[src/rtl/core/cdnc_pkg.sv]
package cdnc_pkg;

  // Command codes carried on in_tuser
  localparam logic [1:0] CMD_YMD  = 2'd0;
  localparam logic [1:0] CMD_YDOY = 2'd1;
  localparam logic [1:0] CMD_MJD  = 2'd2;

  localparam logic [13:0] YEAR_MIN = 14'd1858;
  localparam logic [13:0] YEAR_MAX = 14'd9999;
  localparam logic [21:0] MJD_MAX  = 22'd2973483;

  // Day index counted from 0001-01-01 (zero based) is MJD plus this bias
  localparam logic [21:0] DAY_BIAS   = 22'd678575;
  // Ordinal (one based) of MJD day zero
  localparam logic [23:0] MJD_ORIGIN = 24'd678576;

  // floor(2^32 * 400 / 146097): year estimate, never above the true quotient
  localparam logic [23:0] YR_RECIP  = 24'd11759221;
  // ceil(2^20 / 100): exact divide by 100 for values below 43690
  localparam logic [13:0] C100_RECIP = 14'd10486;

  localparam logic [8:0] DAYS_COMMON = 9'd365;

  typedef struct packed {
    logic [1:0]  cmd;
    logic        err;
    logic [13:0] year;
    logic [3:0]  month;
    logic [4:0]  day;
    logic [8:0]  doy;
    logic [21:0] dn;
    logic [21:0] n0;
  } ctx_t;

  // Days before the first of the month
  function automatic logic [8:0] month_base(input logic [3:0] month, input logic leap);
    logic [8:0] base;
    base = 9'd0;
    case (month)
      4'd1:    base = 9'd0;
      4'd2:    base = 9'd31;
      4'd3:    base = 9'd59;
      4'd4:    base = 9'd90;
      4'd5:    base = 9'd120;
      4'd6:    base = 9'd151;
      4'd7:    base = 9'd181;
      4'd8:    base = 9'd212;
      4'd9:    base = 9'd243;
      4'd10:   base = 9'd273;
      4'd11:   base = 9'd304;
      4'd12:   base = 9'd334;
      default: base = 9'd0;
    endcase
    if (leap && month > 4'd2 && month <= 4'd12) begin
      base = base + 9'd1;
    end
    return base;
  endfunction

  function automatic logic [4:0] month_len(input logic [3:0] month, input logic leap);
    logic [4:0] len;
    len = 5'd0;
    case (month)
      4'd1, 4'd3, 4'd5, 4'd7, 4'd8, 4'd10, 4'd12: len = 5'd31;
      4'd4, 4'd6, 4'd9, 4'd11:                    len = 5'd30;
      4'd2:    len = leap ? 5'd29 : 5'd28;
      default: len = 5'd0;
    endcase
    return len;
  endfunction

  // Leap flag of year z+1, given q = floor(z / 100)
  function automatic logic leap_after(input logic [13:0] z, input logic [7:0] q);
    logic [13:0] hund;
    logic [13:0] rem;
    hund = {6'd0, q} * 14'd100;
    rem  = z - hund;
    return (z[1:0] == 2'b11) && ((rem[6:0] != 7'd99) || (q[1:0] == 2'b11));
  endfunction

endpackage

[src/rtl/core/calendar_day_number_converter.sv]
// Throughput: one transaction per cycle while out_tready is high;
// the eight pipeline stages each hold one item.
// A stage takes a new item whenever it is empty or its successor advances,
// so bubbles close up while the output waits.
// Reset (rst_n low, synchronous) clears every stage valid bit; data registers keep no reset.
module calendar_day_number_converter (
  input  logic        clk,
  input  logic        rst_n,
  input  logic        in_tvalid,
  output logic        in_tready,
  // in_year[13:0], in_month[17:14], in_day[22:18], in_day_of_year[31:23],
  // in_day_number[53:32], zero[55:54]
  input  logic [55:0] in_tdata,
  // cmd[1:0]
  input  logic [1:0]  in_tuser,
  output logic        out_tvalid,
  input  logic        out_tready,
  // out_day_number[21:0], out_year[35:22], out_month[39:36], out_day[44:40],
  // out_day_of_year[53:45], leap_year[54], zero[55]
  output logic [55:0] out_tdata,
  // range_error[0]
  output logic        out_tuser
);

  logic [7:0] vld_r;
  logic [7:0] stage_en;

  // stage 1
  cdnc_pkg::ctx_t ctx1_r, ctx1_nxt;
  // stage 2
  cdnc_pkg::ctx_t ctx2_r;
  logic [45:0]    prod2_r, prod2_nxt;
  // stage 3
  cdnc_pkg::ctx_t ctx3_r;
  logic [13:0]    za3_r, za3_nxt, zb3_r, zb3_nxt;
  logic [27:0]    qpa3_r, qpa3_nxt, qpb3_r, qpb3_nxt;
  // stage 4
  cdnc_pkg::ctx_t ctx4_r;
  logic [13:0]    za4_r, zb4_r;
  logic [7:0]     qa4_r, qa4_nxt, qb4_r, qb4_nxt;
  logic [22:0]    z365a4_r, z365a4_nxt, z365b4_r, z365b4_nxt;
  logic           leapa4_r, leapa4_nxt, leapb4_r, leapb4_nxt;
  // stage 5
  cdnc_pkg::ctx_t ctx5_r;
  logic [13:0]    za5_r, zb5_r;
  logic [22:0]    da5_r, da5_nxt, db5_r, db5_nxt;
  logic           leapa5_r, leapb5_r;
  // stage 6
  cdnc_pkg::ctx_t ctx6_r, ctx6_nxt;
  logic [13:0]    year6_r, year6_nxt;
  logic           leap6_r, leap6_nxt;
  logic [8:0]     doy6_r, doy6_nxt;
  logic [23:0]    off6_r, off6_nxt;
  logic [23:0]    diffa6, diffb6, diffsel6;
  // stage 7
  cdnc_pkg::ctx_t ctx7_r, ctx7_nxt;
  logic [13:0]    year7_r;
  logic           leap7_r;
  logic [8:0]     doy7_r;
  logic [21:0]    mjd7_r, mjd7_nxt;
  logic [3:0]     month7_r, month7_nxt;
  logic [23:0]    sum7;
  logic [3:0]     cnt7;
  // stage 8 (output)
  logic [55:0]    odata_r, odata_nxt;
  logic           oerr_r, oerr_nxt;
  logic [4:0]     day8;

  // stage enables: a stage loads when empty or when its successor moves on
  always_comb begin
    stage_en[7] = !vld_r[7] || out_tready;
    for (int k = 6; k >= 0; k--) begin
      stage_en[k] = !vld_r[k] || stage_en[k + 1];
    end
  end

  assign in_tready  = stage_en[0];
  assign out_tvalid = vld_r[7];
  assign out_tdata  = odata_r;
  assign out_tuser  = oerr_r;

  always_ff @(posedge clk) begin
    if (!rst_n) begin
      vld_r <= '0;
    end else begin
      for (int k = 7; k >= 1; k--) begin
        if (stage_en[k]) begin
          vld_r[k] <= vld_r[k - 1];
        end
      end
      if (stage_en[0]) begin
        vld_r[0] <= in_tvalid;
      end
    end
  end

  // stage 1: unpack, range checks on the raw fields, day index for the inverse path
  always_comb begin
    ctx1_nxt.cmd   = in_tuser;
    ctx1_nxt.year  = in_tdata[13:0];
    ctx1_nxt.month = in_tdata[17:14];
    ctx1_nxt.day   = in_tdata[22:18];
    ctx1_nxt.doy   = in_tdata[31:23];
    ctx1_nxt.dn    = in_tdata[53:32];
    ctx1_nxt.n0    = in_tdata[53:32] + cdnc_pkg::DAY_BIAS;
    case (in_tuser)
      cdnc_pkg::CMD_YMD, cdnc_pkg::CMD_YDOY: begin
        ctx1_nxt.err = (in_tdata[13:0] < cdnc_pkg::YEAR_MIN) ||
                       (in_tdata[13:0] > cdnc_pkg::YEAR_MAX);
      end
      cdnc_pkg::CMD_MJD: ctx1_nxt.err = in_tdata[53:32] > cdnc_pkg::MJD_MAX;
      default:           ctx1_nxt.err = 1'b1;
    endcase
  end

  // stage 2: year estimate, day index times 400/146097
  assign prod2_nxt = {24'd0, ctx1_r.n0} * {22'd0, cdnc_pkg::YR_RECIP};

  // stage 3: pick candidate years, divide by 100
  always_comb begin
    za3_nxt  = (ctx2_r.cmd == cdnc_pkg::CMD_MJD) ? prod2_r[45:32] : ctx2_r.year - 14'd1;
    zb3_nxt  = prod2_r[45:32] + 14'd1;
    qpa3_nxt = {14'd0, za3_nxt} * {14'd0, cdnc_pkg::C100_RECIP};
    qpb3_nxt = {14'd0, zb3_nxt} * {14'd0, cdnc_pkg::C100_RECIP};
  end

  // stage 4: century counts, leap flags, 365 days per year
  always_comb begin
    qa4_nxt    = qpa3_r[27:20];
    qb4_nxt    = qpb3_r[27:20];
    z365a4_nxt = {9'd0, za3_r} * 23'd365;
    z365b4_nxt = {9'd0, zb3_r} * 23'd365;
    leapa4_nxt = cdnc_pkg::leap_after(za3_r, qa4_nxt);
    leapb4_nxt = cdnc_pkg::leap_after(zb3_r, qb4_nxt);
  end

  // stage 5: days before the first of January of each candidate year
  always_comb begin
    da5_nxt = z365a4_r + {11'd0, za4_r[13:2]} - {15'd0, qa4_r} + {17'd0, qa4_r[7:2]};
    db5_nxt = z365b4_r + {11'd0, zb4_r[13:2]} - {15'd0, qb4_r} + {17'd0, qb4_r[7:2]};
  end

  // stage 6: settle year and day of year, validate month/day or day-of-year input
  always_comb begin
    ctx6_nxt  = ctx5_r;
    diffa6    = {2'd0, ctx5_r.n0} - {1'b0, da5_r};
    diffb6    = {2'd0, ctx5_r.n0} - {1'b0, db5_r};
    diffsel6  = diffa6;
    off6_nxt  = {1'b0, da5_r} - cdnc_pkg::MJD_ORIGIN;
    year6_nxt = ctx5_r.year;
    leap6_nxt = leapa5_r;
    doy6_nxt  = ctx5_r.doy;
    case (ctx5_r.cmd)
      cdnc_pkg::CMD_MJD: begin
        if (!diffb6[23]) begin
          diffsel6  = diffb6;
          year6_nxt = zb5_r + 14'd1;
          leap6_nxt = leapb5_r;
        end else begin
          year6_nxt = za5_r + 14'd1;
        end
        doy6_nxt = diffsel6[8:0] + 9'd1;
      end
      cdnc_pkg::CMD_YMD: begin
        doy6_nxt = cdnc_pkg::month_base(ctx5_r.month, leapa5_r) + {4'd0, ctx5_r.day};
        if (ctx5_r.month == 4'd0 || ctx5_r.month > 4'd12 || ctx5_r.day == 5'd0 ||
            ctx5_r.day > cdnc_pkg::month_len(ctx5_r.month, leapa5_r)) begin
          ctx6_nxt.err = 1'b1;
        end
      end
      cdnc_pkg::CMD_YDOY: begin
        if (ctx5_r.doy == 9'd0 ||
            ctx5_r.doy > cdnc_pkg::DAYS_COMMON + {8'd0, leapa5_r}) begin
          ctx6_nxt.err = 1'b1;
        end
      end
      default: ctx6_nxt.err = 1'b1;
    endcase
  end

  // stage 7: day number of the forward path, month from day of year
  always_comb begin
    ctx7_nxt = ctx6_r;
    sum7     = off6_r + {15'd0, doy6_r};
    if (ctx6_r.cmd == cdnc_pkg::CMD_MJD) begin
      mjd7_nxt = ctx6_r.dn;
    end else begin
      mjd7_nxt = sum7[21:0];
      // drop dates before day zero
      if (sum7[23]) begin
        ctx7_nxt.err = 1'b1;
      end
    end
    cnt7 = 4'd0;
    for (int k = 1; k <= 11; k++) begin
      if (doy6_r > cdnc_pkg::month_base(4'(k + 1), leap6_r)) begin
        cnt7 = cnt7 + 4'd1;
      end
    end
    month7_nxt = cnt7 + 4'd1;
  end

  // stage 8: day of month, pack, zero a rejected transaction
  always_comb begin
    day8      = 5'(doy7_r - cdnc_pkg::month_base(month7_r, leap7_r));
    oerr_nxt  = ctx7_r.err;
    odata_nxt = '0;
    if (!ctx7_r.err) begin
      odata_nxt[21:0]  = mjd7_r;
      odata_nxt[35:22] = year7_r;
      odata_nxt[39:36] = month7_r;
      odata_nxt[44:40] = day8;
      odata_nxt[53:45] = doy7_r;
      odata_nxt[54]    = leap7_r;
    end
  end

  always_ff @(posedge clk) begin
    if (stage_en[0]) begin
      ctx1_r <= ctx1_nxt;
    end
    if (stage_en[1]) begin
      ctx2_r  <= ctx1_r;
      prod2_r <= prod2_nxt;
    end
    if (stage_en[2]) begin
      ctx3_r <= ctx2_r;
      za3_r  <= za3_nxt;
      zb3_r  <= zb3_nxt;
      qpa3_r <= qpa3_nxt;
      qpb3_r <= qpb3_nxt;
    end
    if (stage_en[3]) begin
      ctx4_r   <= ctx3_r;
      za4_r    <= za3_r;
      zb4_r    <= zb3_r;
      qa4_r    <= qa4_nxt;
      qb4_r    <= qb4_nxt;
      z365a4_r <= z365a4_nxt;
      z365b4_r <= z365b4_nxt;
      leapa4_r <= leapa4_nxt;
      leapb4_r <= leapb4_nxt;
    end
    if (stage_en[4]) begin
      ctx5_r   <= ctx4_r;
      za5_r    <= za4_r;
      zb5_r    <= zb4_r;
      da5_r    <= da5_nxt;
      db5_r    <= db5_nxt;
      leapa5_r <= leapa4_r;
      leapb5_r <= leapb4_r;
    end
    if (stage_en[5]) begin
      ctx6_r  <= ctx6_nxt;
      year6_r <= year6_nxt;
      leap6_r <= leap6_nxt;
      doy6_r  <= doy6_nxt;
      off6_r  <= off6_nxt;
    end
    if (stage_en[6]) begin
      ctx7_r   <= ctx7_nxt;
      year7_r  <= year6_r;
      leap7_r  <= leap6_r;
      doy7_r   <= doy6_r;
      mjd7_r   <= mjd7_nxt;
      month7_r <= month7_nxt;
    end
    if (stage_en[7]) begin
      odata_r <= odata_nxt;
      oerr_r  <= oerr_nxt;
    end
  end

  a_reset_empties: assert property (@(posedge clk) !rst_n |=> !out_tvalid)
    else $error("output valid right after reset");

  a_error_zeroes: assert property (@(posedge clk) disable iff (!rst_n)
    out_tvalid && out_tuser |-> out_tdata == 56'd0)
    else $error("rejected transaction carries data");

  a_date_sane: assert property (@(posedge clk) disable iff (!rst_n)
    out_tvalid && !out_tuser |->
      out_tdata[39:36] >= 4'd1 && out_tdata[39:36] <= 4'd12 &&
      out_tdata[44:40] != 5'd0 && out_tdata[53:45] != 9'd0)
    else $error("accepted date has a zero field");

  a_stall_full: assert property (@(posedge clk) disable iff (!rst_n)
    !in_tready |-> vld_r == 8'hFF)
    else $error("input stalled while a stage is empty");

endmodule

[config.mk]
export PLATFORM = sky130hd
export DESIGN_NAME = calendar_day_number_converter
export DESIGN_NICKNAME = d
export VERILOG_FILES = /design/src/rtl/core/cdnc_pkg.sv /design/src/rtl/core/calendar_day_number_converter.sv
export SDC_FILE = /design/constraint.sdc
export NUM_CORES = 2
export LEC_CHECK = 0
export ABC_AREA = 0
export ABC_CLOCK_PERIOD_IN_PS = 10050
export CAP_MARGIN = 20
export CORE_ASPECT_RATIO = 1.4
export CORE_MARGIN = 2
export CORE_UTILIZATION = 60
export DETAILED_ROUTE_END_ITERATION = 12
export DONT_BUFFER_PORTS = 1
export PLACE_DENSITY_LB_ADDON = 0.05
export SYNTH_ARGS = -nofsm -noshare
export SYNTH_HDL_FRONTEND = slang
export SYNTH_SLANG_ARGS = --single-unit
[constraint.sdc]
create_clock -name clk -period 10.05 [get_ports clk]
set_input_delay 1.5075 -clock clk [delete_from_list [all_inputs] [get_ports clk]]
set_output_delay 1.5075 -clock clk [all_outputs]
set_load 0.05 [all_outputs]
==> metrics.md <==
| Metric | Value |
|---|---|
| CP Launch Type | register |
| Status | completed |
| Die area | between 90000 and 100000 µm² |
| Number of I/O pins | roughly 120 |
| Cell count after synthesis | between 4000 and 5000 |
| Most used cell, CP | ha_1 |
| Layout cells sized above 1 | roughly 4.3% |
| Post-CTS setup buffer count | 0 |
| Die height | between 300 and 400 µm |
| Hold Buf Count CTS | 0 |
| Wire length per cell | between 15 and 20 µm |
| Antenna violations before repair | 0 |
| Synth Area in XOR/XNOR | about 4% |
| Layout Skew | around 0.032 ns |
| Clock Tree Buf Depth | 3 |
| Number of enable flip-flop cells after synthesis | between 700 and 800 |
| Clk Latency, worst-skew pair | 0.65 ns |
| Yosys Warn Count | 0 |
| Min-delay worst type | register to register |
| Placed Cells | ~5600 |
| Unrepaired setup endpoints after global routing | no |
| Design Area, Final | 59500 µm² |
| GRT Resource Usage Total | 25.4% |
| Most common cell after layout, fill and taps aside | inv_1 |
| Kind of critical path | register to register |
| R2R cell count | 40 |
| Crit path time final | 9.15 ns |
| DRT iter0 DRCs | between 1500 and 2000 |
| Net Count, Synth | 5657 |
| CP max stage delay | around 0.56 ns |
| Arrival time at the worst endpoint | between 9 and 10 ns |
| Syn_area_per_cell | approximately 12 µm² |
| Hold Vio Cnt, Final | 0 |
| Core area | 91300 µm² |
| Main combinational cell family by area after synthesis | adder cells |
| Seq cells post-synth | 819 |
| Max FO, Critical Path | 10 |
| Highest clock rate | between 100 and 150 MHz |
| Synthesized area | between 50000 and 60000 µm² |
| CP delay by family, top | adder cells |
| Mux contribution to synthesized area | 0.679% |
| Total CTS buffers | 79 |
| Layout Nets | between 5000 and 6000 |
| Total of max-cap violations | 0 |
| Rel. slew slack | slightly below 30% |
| Final setup fails | 0 |
| Post-placement cell area | about 57000 µm² |
| IO Port Bufs | 0 |
| Fin cells | 5769 |
| Post-cts sizing count | 0 |
| Largest net degree at the start of global routing | a little over 80 |
| CP Data Required Time | approximately 11 ns |
| Layout filler cell count | around 6900 |
| Cell row count | approximately 130 |
| CP max-delay cell | edfxtp_1 |
| Slew @ Worst Pin | between 1 and 1.5 ns |
| Routed WL | roughly 110000 µm |
| Final period utilization | between 90% and 100% |
| Library cells used by synthesis | 79 |
| Vias/cell | roughly 5.4 |
| Clock-pin slew on the worst setup and hold paths | 0.06 ns |
| FFs w/ async S/R, synth | 0% |
| H-Tree Depth | 3 |
| Commonest non-fill, non-tap cells in the layout | inv_1, edfxtp_1, ha_1, fa_1, nand2_1 |
| Gpl congestion | ~0.94 |
| Worst hold path cell count | 0 |
| Drt drc | 0 |
| Synth Area in Compound Gates | under 10% |
| Initial Util | 60.6% |
| Max-slew violations | 0 |
| Area grow syn2layout | 7.58% |
| First-pass GRT wire length | 181000 µm |
| Setup TNS Final | 0 ns |
| First-pass detailed-route iteration total | 5 |
| Detail Placement HPWL | a little over 90000 µm |
| Clk sinks | 819 |
| Crit path depth | 40 |
| Vias in the first global route | between 30000 and 40000 |
| Synth Area in Simple Gates | approximately 5.7% |
| Adder-Cell Fraction of Synth Area | 32.7% |
| Ys flop type | edfxtp_1 |
| Worst path bufs/invs | 4 |
| Seq/Total Area, Yosys | between 40% and 50% |
| Total vias in the final route | 31100 |
| Die width | 261 µm |
| Worst Setup End Kind | register |
| CTS Root Cell | clkbuf_16 |
| Aggregate global routing overflow | 0 |
| ANT nets after route | 0 |
| TritonCTS clock tree | done |
-- cell families after synthesis --
group / after synthesis
other cells: 1
buf+inv: 1002
xor+xnor: 247
compound gates: 513
flops: 819
simple gates: 662
mux: 35
fa+ha+maj: 1158
-- worst paths after layout --
check | start | endpoint | slack (ns)
setup reg to reg | doy6_r[1] | register | 0.90
hold reg to reg | ctx3_r[68] | ctx4_r[68] | 0.39
setup / recovery | doy6_r[1] | register | 0.90
hold / removal | ctx3_r[68] | ctx4_r[68] | 0.39
-- routing by layer --
layer,track usage [%],share of wire (%),vias to the layer above
met3,3.43,3.5,168
met1,29.8,39,15400
met4,7.88,3.1,0
met2,47.6,54,477
met5,0,0,-
li1,-,-,15000
-- layout make-up --
cell class,count,area [µm²],share of cell area (%)
antenna,4,10.0,0.0168
clock buffer,99,2110,3.55
clock inverter,42,457,0.767
inverter,962,3620,6.08
multi-input combinational,2616,27200,45.7
sequential,819,24400,41.0
tap,1197,1500,2.52
timing repair buffer,30,233,0.391
-- cell usage after synthesis, drive strengths merged (6+ instances only) --
library cell | instances | share of area, %
o21ai | 157 | 1.4
ha | 682 | 15
nor3 | 44 | 0.40
o21a | 30 | 0.41
nor2 | 181 | 1.2
nand4 | 21 | 0.24
fa | 476 | 17
o41ai | 7 | 0.11
nor2b | 80 | 0.90
o21bai | 15 | 0.20
nand2b | 16 | 0.18
mux2i | 25 | 0.48
a21o | 49 | 0.67
xor2 | 66 | 1.1
buf | 7 | 0.081
nor3b | 6 | 0.081
or2 | 12 | 0.14
nand2 | 189 | 1.3
o31ai | 15 | 0.20
inv | 960 | 6.5
edfxtp | 797 | 43
o2111ai | 7 | 0.11
and2 | 9 | 0.10
a22oi | 6 | 0.090
a21oi | 117 | 1.1
and3 | 27 | 0.31
nand3 | 39 | 0.35
mux2 | 10 | 0.20
a21boi | 22 | 0.30
a211oi | 15 | 0.20
nor4 | 15 | 0.17
o211ai | 17 | 0.24
xnor2 | 180 | 3.0
dfxtp | 22 | 0.80
or3 | 6 | 0.068
a31oi | 6 | 0.068
clkbuf | 33 | 0.22
-- worst register-to-register path: cells and delay by family (launching register included) --
family | cells | cell delay, ns
fa+ha+maj | 12 | 3.62
compound gates | 14 | 2.39
mux | 4 | 1.16
simple gates | 6 | 0.88
flops | 1 | 0.56
buf+inv | 4 | 0.40
-- state kept, by name, summed over array words and instances (netlist names), 14 cells and up, named ones only --
register	flops
off6_r	24
out_tdata	55
ctx3_r	79
za3_r	14
ctx6_r	25
da5_r	23
ctx5_r	79
ctx4_r	79
ctx1_r	79
year7_r	14
prod2_r	14
zb4_r	14
zb3_r	14
db5_r	23
ctx2_r	79
z365a4_r	21
zb5_r	14
za4_r	14
za5_r	14
mjd7_r	22
year6_r	14
z365b4_r	21
-- per-stage QoR --
step | hold slack, ns | worst slack, ns | utilization (%)
CTS | 0.388 | 0.918 | 65.1
finish | 0.392 | 0.902 | 65.2
global route | 0.396 | 0.250 | 65.2
global placement | 0.400 | 1.08 | 62.3
floorplan | 0.400 | 0.508 | -
detailed placement | 0.405 | 0.987 | 62.3
Power is not shown: default switching activity piles up to over one toggle a cycle in this logic, so the estimate is an artifact.
